===== config.mk =====
export PLATFORM = sky130hd
export DESIGN_NAME = lamp_output_flasher_controller
export DESIGN_NICKNAME = d
export VERILOG_FILES = /design/src/design/lofc_pkg.sv /design/src/design/lofc_in_stage.sv /design/src/design/lofc_core.sv /design/src/design/lofc_out_stage.sv /design/src/design/lamp_output_flasher_controller.sv
export SDC_FILE = /design/constraint.sdc
export NUM_CORES = 1
export LEC_CHECK = 0
export ABC_AREA = 1
export BUFFER_PORTS_ARGS = -buffer_cell sky130_fd_sc_hd__buf_4
export CAP_MARGIN = 20
export CELL_PAD_IN_SITES_DETAIL_PLACEMENT = 0
export CELL_PAD_IN_SITES_GLOBAL_PLACEMENT = 1
export CORE_MARGIN = 2
export CORE_UTILIZATION = 40
export DETAILED_ROUTE_END_ITERATION = 6
export PLACE_DENSITY_LB_ADDON = 0.12
export SLEW_MARGIN = 30
export SYNTH_ARGS = -nofsm -noshare
export SYNTH_HDL_FRONTEND = slang
export SYNTH_SLANG_ARGS = --single-unit

===== constraint.sdc =====
create_clock -name clk -period 3.2 [get_ports clk]
set_input_delay 0.48 -clock clk [delete_from_list [all_inputs] [get_ports clk]]
set_output_delay 0.48 -clock clk [all_outputs]
set_load 0.02 [all_outputs]

===== src/design/lofc_pkg.sv =====
// ----------------------------------------------------------------------------
// lofc_pkg
// Shared types, codes and reset values for the lamp output flasher controller.
// ----------------------------------------------------------------------------
package lofc_pkg;

  // Item function codes.
  typedef enum logic [1:0] {
    FUNC_FRAME   = 2'd0,
    FUNC_REFRESH = 2'd1,
    FUNC_TICK    = 2'd2
  } lofc_func_t;

  // Configuration register indexes.
  localparam logic [1:0] CFG_FLASH_ON  = 2'd0;
  localparam logic [1:0] CFG_FLASH_OFF = 2'd1;
  localparam logic [1:0] CFG_PGN_EXT   = 2'd2;
  localparam logic [1:0] CFG_PGN_LOC   = 2'd3;

  localparam int CFG_IDX_W  = 2;
  localparam int CFG_DATA_W = 16;

  // Configuration reset values.
  localparam logic [7:0]  FLASH_ON_RST  = 8'd3;
  localparam logic [7:0]  FLASH_OFF_RST = 8'd3;
  localparam logic [15:0] PGN_EXT_RST   = 16'd44800;
  localparam logic [15:0] PGN_LOC_RST   = 16'd65280;

  // Lamp bit positions (bit 0 is output one).
  localparam int LAMP_LEFT     = 0;
  localparam int LAMP_RIGHT    = 1;
  localparam int LAMP_HIGH     = 2;
  localparam int LAMP_PARKING  = 3;
  localparam int LAMP_IGNITION = 4;
  localparam int LAMP_SECURITY = 5;
  localparam int LAMP_AUX7     = 6;
  localparam int LAMP_AUX8     = 7;

  // Input request payload.
  typedef struct packed {
    logic [1:0]  func;
    logic [28:0] frame_id;
    logic [7:0]  cmd_byte;
    logic [7:0]  aux_byte;
    logic        ignition_line;
    logic        left_line;
    logic        right_line;
    logic        parking_line;
    logic        high_beam_line;
    logic        hazard_line;
    logic        ignition_status;
  } lofc_in_t;

  // Result request payload.
  typedef struct packed {
    logic [7:0] lamp_states;
    logic       frame_accepted;
    logic       report_valid;
    logic       report_ignition;
    logic       report_security;
  } lofc_out_t;

  // Flasher state.
  typedef struct packed {
    logic       phase;
    logic [7:0] count;
  } lofc_flash_t;

endpackage


===== src/design/lofc_in_stage.sv =====
// ----------------------------------------------------------------------------
// lofc_in_stage
// Input register: captures one request and holds it until the core takes it.
// ----------------------------------------------------------------------------
module lofc_in_stage (
  input  logic               clk,
  input  logic               rst_n,
  input  logic               in_valid,
  output logic               in_ready,
  input  lofc_pkg::lofc_in_t in_data,
  output logic               s_valid,
  output lofc_pkg::lofc_in_t s_data,
  input  logic               s_take
);
  import lofc_pkg::*;

  logic     valid_r;
  lofc_in_t data_r;

  // Accept a new request when empty or when the held one leaves in this cycle.
  assign in_ready = !valid_r || s_take;

  always_ff @(posedge clk) begin
    if (!rst_n) begin
      valid_r <= 1'b0;
    end else if (in_ready) begin
      valid_r <= in_valid;
    end
  end

  always_ff @(posedge clk) begin
    if (in_valid && in_ready) begin
      data_r <= in_data;
    end
  end

  assign s_valid = valid_r;
  assign s_data  = data_r;

endmodule


===== src/design/lofc_core.sv =====
// ----------------------------------------------------------------------------
// lofc_core
// Configuration registers, lamp state and flashers, and the per-request update.
// ----------------------------------------------------------------------------
module lofc_core (
  input  logic                                clk,
  input  logic                                rst_n,
  input  logic                                cfg_we,
  input  logic [lofc_pkg::CFG_IDX_W-1:0]      cfg_index,
  input  logic [lofc_pkg::CFG_DATA_W-1:0]     cfg_wdata,
  input  logic                                item_fire,
  input  lofc_pkg::lofc_in_t                  item,
  output lofc_pkg::lofc_out_t                 result
);
  import lofc_pkg::*;

  logic [7:0]  flash_on_r;
  logic [7:0]  flash_off_r;
  logic [15:0] pgn_ext_r;
  logic [15:0] pgn_loc_r;

  logic [7:0]  lamp_r, lamp_nxt;
  logic [5:0]  ovr_r, ovr_nxt;
  logic        sec_r, sec_nxt;
  lofc_flash_t left_r, left_nxt;
  lofc_flash_t right_r, right_nxt;

  logic [15:0] pgn;
  logic        ext_hit;
  logic        loc_hit;
  logic        left_act;
  logic        right_act;

  // One flasher step: clear when inactive, else count down, then toggle phase and reload.
  function automatic lofc_flash_t flash_step(input lofc_flash_t cur, input logic act,
                                             input logic [7:0] on_len,
                                             input logic [7:0] off_len);
    lofc_flash_t n;
    n = cur;
    if (!act) begin
      n.phase = 1'b0;
      n.count = 8'd0;
    end else if (cur.count != 8'd0) begin
      n.count = cur.count - 8'd1;
    end else if (cur.phase) begin
      n.phase = 1'b0;
      n.count = off_len - 8'd1;
    end else begin
      n.phase = 1'b1;
      n.count = on_len - 8'd1;
    end
    return n;
  endfunction

  // Configuration register writes.
  always_ff @(posedge clk) begin
    if (!rst_n) begin
      flash_on_r  <= FLASH_ON_RST;
      flash_off_r <= FLASH_OFF_RST;
      pgn_ext_r   <= PGN_EXT_RST;
      pgn_loc_r   <= PGN_LOC_RST;
    end else if (cfg_we) begin
      unique case (cfg_index)
        CFG_FLASH_ON:  flash_on_r  <= cfg_wdata[7:0];
        CFG_FLASH_OFF: flash_off_r <= cfg_wdata[7:0];
        CFG_PGN_EXT:   pgn_ext_r   <= cfg_wdata;
        CFG_PGN_LOC:   pgn_loc_r   <= cfg_wdata;
        default: ;
      endcase
    end
  end

  assign pgn       = item.frame_id[23:8];
  assign ext_hit   = (pgn == pgn_ext_r);
  assign loc_hit   = (pgn == pgn_loc_r);
  assign left_act  = (item.left_line && item.ignition_status) || item.hazard_line;
  assign right_act = (item.right_line && item.ignition_status) || item.hazard_line;

  // Next state and result for the request at the head of the input register.
  always_comb begin
    lamp_nxt  = lamp_r;
    ovr_nxt   = ovr_r;
    sec_nxt   = sec_r;
    left_nxt  = left_r;
    right_nxt = right_r;
    result    = '0;
    case (item.func)
      FUNC_FRAME: begin
        if (ext_hit || loc_hit) begin
          result.frame_accepted = 1'b1;
          ovr_nxt               = item.cmd_byte[5:0];
          lamp_nxt[LAMP_AUX7]   = item.cmd_byte[6];
          lamp_nxt[LAMP_AUX8]   = item.cmd_byte[7];
          if (ext_hit) begin
            result.report_valid     = 1'b1;
            result.report_ignition  = item.aux_byte[0];
            result.report_security  = item.aux_byte[1];
            sec_nxt                 = item.aux_byte[1];
            lamp_nxt[LAMP_SECURITY] = item.aux_byte[1];
          end
        end
      end
      FUNC_REFRESH: begin
        lamp_nxt[LAMP_HIGH]     = (item.high_beam_line && item.ignition_status) || ovr_r[2];
        lamp_nxt[LAMP_PARKING]  = item.parking_line || ovr_r[3];
        lamp_nxt[LAMP_IGNITION] = item.ignition_line || ovr_r[4];
        lamp_nxt[LAMP_SECURITY] = sec_r || ovr_r[5];
      end
      FUNC_TICK: begin
        left_nxt             = flash_step(left_r, left_act, flash_on_r, flash_off_r);
        right_nxt            = flash_step(right_r, right_act, flash_on_r, flash_off_r);
        lamp_nxt[LAMP_LEFT]  = left_nxt.phase || ovr_r[0];
        lamp_nxt[LAMP_RIGHT] = right_nxt.phase || ovr_r[1];
      end
      default: ;
    endcase
    result.lamp_states = lamp_nxt;
  end

  // State advances only when the request moves into the result register.
  always_ff @(posedge clk) begin
    if (!rst_n) begin
      lamp_r  <= '0;
      ovr_r   <= '0;
      sec_r   <= 1'b0;
      left_r  <= '0;
      right_r <= '0;
    end else if (item_fire) begin
      lamp_r  <= lamp_nxt;
      ovr_r   <= ovr_nxt;
      sec_r   <= sec_nxt;
      left_r  <= left_nxt;
      right_r <= right_nxt;
    end
  end

endmodule


===== src/design/lofc_out_stage.sv =====
// ----------------------------------------------------------------------------
// lofc_out_stage
// Result register: holds one result until the downstream side takes it.
// ----------------------------------------------------------------------------
module lofc_out_stage (
  input  logic                clk,
  input  logic                rst_n,
  input  logic                load_valid,
  output logic                load_ok,
  input  lofc_pkg::lofc_out_t load_data,
  output logic                out_valid,
  input  logic                out_ready,
  output lofc_pkg::lofc_out_t out_data
);
  import lofc_pkg::*;

  logic      valid_r;
  lofc_out_t data_r;

  // The register can load when empty or when its result leaves this cycle.
  assign load_ok = !valid_r || out_ready;

  always_ff @(posedge clk) begin
    if (!rst_n) begin
      valid_r <= 1'b0;
    end else if (load_ok) begin
      valid_r <= load_valid;
    end
  end

  always_ff @(posedge clk) begin
    if (load_valid && load_ok) begin
      data_r <= load_data;
    end
  end

  assign out_valid = valid_r;
  assign out_data  = data_r;

endmodule


===== src/design/lamp_output_flasher_controller.sv =====
// ----------------------------------------------------------------------------
// lamp_output_flasher_controller
// Eight-output lamp controller with command frames, input refresh and flashers.
// ----------------------------------------------------------------------------
// The block takes one request per clock cycle while the output is not stalled,
// and returns one result for each. The request is held in an input register,
// the lamp state, overrides and both flashers are updated by a single pass of
// logic, and the result is held in an output register. The result is loaded
// into the output register when the request leaves the input register. Both
// registers keep flowing while the next stage takes data, so throughput is one
// request per cycle under no backpressure. Configuration writes take effect at
// the next edge and are expected only while no request is in flight.
// ----------------------------------------------------------------------------
module lamp_output_flasher_controller (
  input  logic                            clk,
  input  logic                            rst_n,
  input  logic                            cfg_we,
  input  logic [lofc_pkg::CFG_IDX_W-1:0]  cfg_index,
  input  logic [lofc_pkg::CFG_DATA_W-1:0] cfg_wdata,
  input  logic                            in_valid,
  output logic                            in_ready,
  input  lofc_pkg::lofc_in_t              in_data,
  output logic                            out_valid,
  input  logic                            out_ready,
  output lofc_pkg::lofc_out_t             out_data
);
  import lofc_pkg::*;

  logic      s_valid;
  lofc_in_t  s_data;
  logic      load_ok;
  logic      s_take;
  lofc_out_t result;

  // A request moves forward when the result register can load.
  assign s_take = s_valid && load_ok;

  lofc_in_stage u_in (
    .clk      (clk),
    .rst_n    (rst_n),
    .in_valid (in_valid),
    .in_ready (in_ready),
    .in_data  (in_data),
    .s_valid  (s_valid),
    .s_data   (s_data),
    .s_take   (s_take)
  );

  lofc_core u_core (
    .clk       (clk),
    .rst_n     (rst_n),
    .cfg_we    (cfg_we),
    .cfg_index (cfg_index),
    .cfg_wdata (cfg_wdata),
    .item_fire (s_take),
    .item      (s_data),
    .result    (result)
  );

  lofc_out_stage u_out (
    .clk        (clk),
    .rst_n      (rst_n),
    .load_valid (s_valid),
    .load_ok    (load_ok),
    .load_data  (result),
    .out_valid  (out_valid),
    .out_ready  (out_ready),
    .out_data   (out_data)
  );

endmodule

==> results by group <==
Synth
  • Synth Cell Area: 0.006083 sq mm
  • Ys async rst share: 0
  • Top_reg_cell synth: dfxtp_1
  • #FFs+latches synth: 130
  • Syn nets: 844
  • Cells after Synth: 763
  • Avg Inst Size Synth: 7.973 sq um
  • Syn. warnings: 0
  • Number of flops mapped to enable cells by yosys: 47
  • Distinct cells, synth: 32
  • Sequential area share after synthesis: 0.5051

Run status
  • Status: complete, no violations

Clock network
  • # H-tree levels: 4
  • Cts bufs inserted: 17
  • Reg clk slew, reported paths: 0.06 ns
  • Post-CTS setup buffers: 0
  • Clk Tree Root Cell: clkbuf_16
  • CTS tree: yes
  • PostCTS Resize Cnt: 0
  • Clk Latency, worst-skew pair: 0.43 ns
  • Clock sink count: 130
  • CTS Buffer Depth: 2
  • Hold-fix buffers, CTS: 0

Floorplan
  • Die width: 127.3 um
  • Starting Density: 0.4047
  • Boundary Pins: 91
  • Die footprint: 0.01621 sq mm
  • Chip height: 127.3 um
  • Core area: 0.01503 sq mm
  • # rows: 45

Worst setup path
  • Worst path most repeated cell: nand2_1
  • CP Class: flop to flop
  • CP max stage cell: dfxtp_1
  • Critical path fanouts, max: 8
  • Crit path largest cell delay: 0.33 ns
  • Worst EP required: 3.52 ns
  • Critical Path Start Type: flop
  • CP Cell Sequence: inv_1 -> ha_1 -> nand2_1 -> nor2_4 -> nand3_4 -> inv_2 -> nand2_1 -> nand2_1 -> nand3_1 -> o211ai_1 -> inv_1
  • Critical Path End Type: flop
  • Worst path arrival time: 2.16 ns

STA
  • WHS: 0.2256 ns
  • Hold Fails Final Rpt: 0
  • Min setup slack post-route: 1.358 ns
  • Final setup vio count: 0
  • Final TNS setup: 0 ns
  • RSZ-0062 raised after global routing: no
  • Relative slew slack: 0.4912
  • Max-slew violation count: 0
  • Fmax: 0.5428 GHz
  • Least-Margin Pin Slew: 0.7624 ns
  • Final worst-path cycle share: 0.5757
  • Final min period: 1.842 ns
  • Max Clock Skew: 0.01556 ns

Detailed routing
  • 1st-pass router iterations: 5
  • WL per Instance: 14.13 um
  • Total number of vias: 5070
  • WL final: 14.69 mm
  • Vias/cell: 4.875
  • Starting DRC count in detailed routing: 261
  • Remaining DRCs: 0
  • Routed Antenna Nets: 0

Final layout
  • Non-Filler Instances: 1040
  • Final core occ: 0.4914
  • Commonest non-fill, non-tap cell in the layout: nand2_1
  • Layout cell share with drive strength beyond 1: 0.1596
  • Ant diodes: 0
  • Area grow syn2layout: 21.43%
  • # fillers: 1441
  • Final instance area: 0.007387 sq mm
  • Layout net count: 920
  • Most frequent cells in the layout: 184 x nand2_1, 89 x inv_1, 88 x nor2_1, 83 x dfxtp_1, 75 x buf_4

Min path
  • Hold Crit Class: input port to flop

Place
  • Post-DP HPWL: 10.80 mm
  • Pre-CTS setup slack: 1.221 ns
  • Post-DP Area: 0.006812 sq mm
  • Final Wtd Congestion: 0.8462
  • Placed insts: 1008
  • I/O Buffers: 71

Job
  • Number of max-cap violations: 0

Power
  • Overall Power: 4.156 mW
  • Leak: 3.277 nW
  • PwrDens: 562.6 mW/mm^2
  • Peak VDD IR: 0.0003939 V

Global routing
  • First-pass GRT wire length: 24.08 mm
  • Vias in the first global route: 4864
  • Antenna violations before repair: 0
  • Pin count of the biggest net entering global routing: 55
  • Total track usage: 0.1914
  • Gr ovfl total: 0
-- layout make-up --
class,instances,area [sq um],share of cell area
Clock buffer,17,425.4,0.05759
Clock inverter,15,150.1,0.02033
Inverter,100,377.9,0.05115
Multi-Input combinational cell,515,2562,0.3469
Sequential cell,130,3073,0.4160
Tap cell,188,235.2,0.03184
Timing Repair Buffer,75,563.0,0.07622
-- synthesized netlist by cell type, types with 3 or more instances --
cell type  instances  area [sq um]
inv_1             90         337.8
nor3_1             4         20.02
nor2_1            88         330.3
nand2_1          184         690.7
o211ai_1          16         120.1
ha_1               4         50.05
inv_2              7         26.28
o21ai_0           46         230.2
nor2_4             6         67.56
nand4_1            8         50.05
nand3_1           37         185.2
o21ai_1            5         25.02
clkbuf_1          16         60.06
xnor2_1            8         70.07
nor3_2             3         30.03
edfxtp_1          47          1411
a21oi_1           68         340.3
nand2_2            3         18.77
dfxtp_1           83          1662
xor2_1            20         175.2
-- report_power, final --
group	internal (mW)	switching, mW	total, mW
sequential	1.79	0.0473	1.84
combinational	0.159	0.263	0.422
clock	1.09	0.802	1.89
-- registers in the layout (all words and copies together) (netlist names) --
register            flops
u_core.ovr_r            6
u_core.pgn_loc_r       16
u_in.s_valid            1
u_core.flash_off_r      8
u_core.flash_on_r       8
u_core.left_r           9
u_in.s_data            35
u_out.out_data         12
u_core.sec_r            1
u_core.right_r          9
u_core.lamp_r           8
u_core.pgn_ext_r       16
u_out.out_valid         1
-- final timing paths --
check                   startpoint               end  slack, ns  cells past startpoint
hold reg to reg   u_core.lamp_r[3]  u_core.lamp_r[3]       0.46                      2
setup reg to reg  u_core.left_r[0]  u_core.lamp_r[0]       1.36                     11
setup / recovery  u_core.left_r[0]  u_core.lamp_r[0]       1.36                     11
hold / removal          in_data[6]    u_in.s_data[6]       0.23                      1
-- critical path, delay by kind of cell (launching register included) --
kind                     cells  cell delay, ns
AO/OA/AOI/OAI                1            0.12
adder cells (fa/ha/maj)      1            0.19
buffers and inverters        3            0.27
flip-flops                   1            0.33
AND/OR/NAND/NOR              6            0.83
-- kinds of logic after synthesis --
family,count (synthesis),share of synthesized area
xor+xnor,28,0.04031
buf+inv,118,0.07363
fa+ha+maj,4,0.008227
compound gates,142,0.1263
simple gates,341,0.2464
flops,130,0.5051
-- metal layers --
layer	wire length, um	GRT usage	part of all wire
met1	6867	0.2492	0.47
met5	0	0	0
met2	7073	0.3120	0.48
met3	566	0.04774	0.039
met4	184	0.06529	0.013
(Power assumes the default switching activity.)
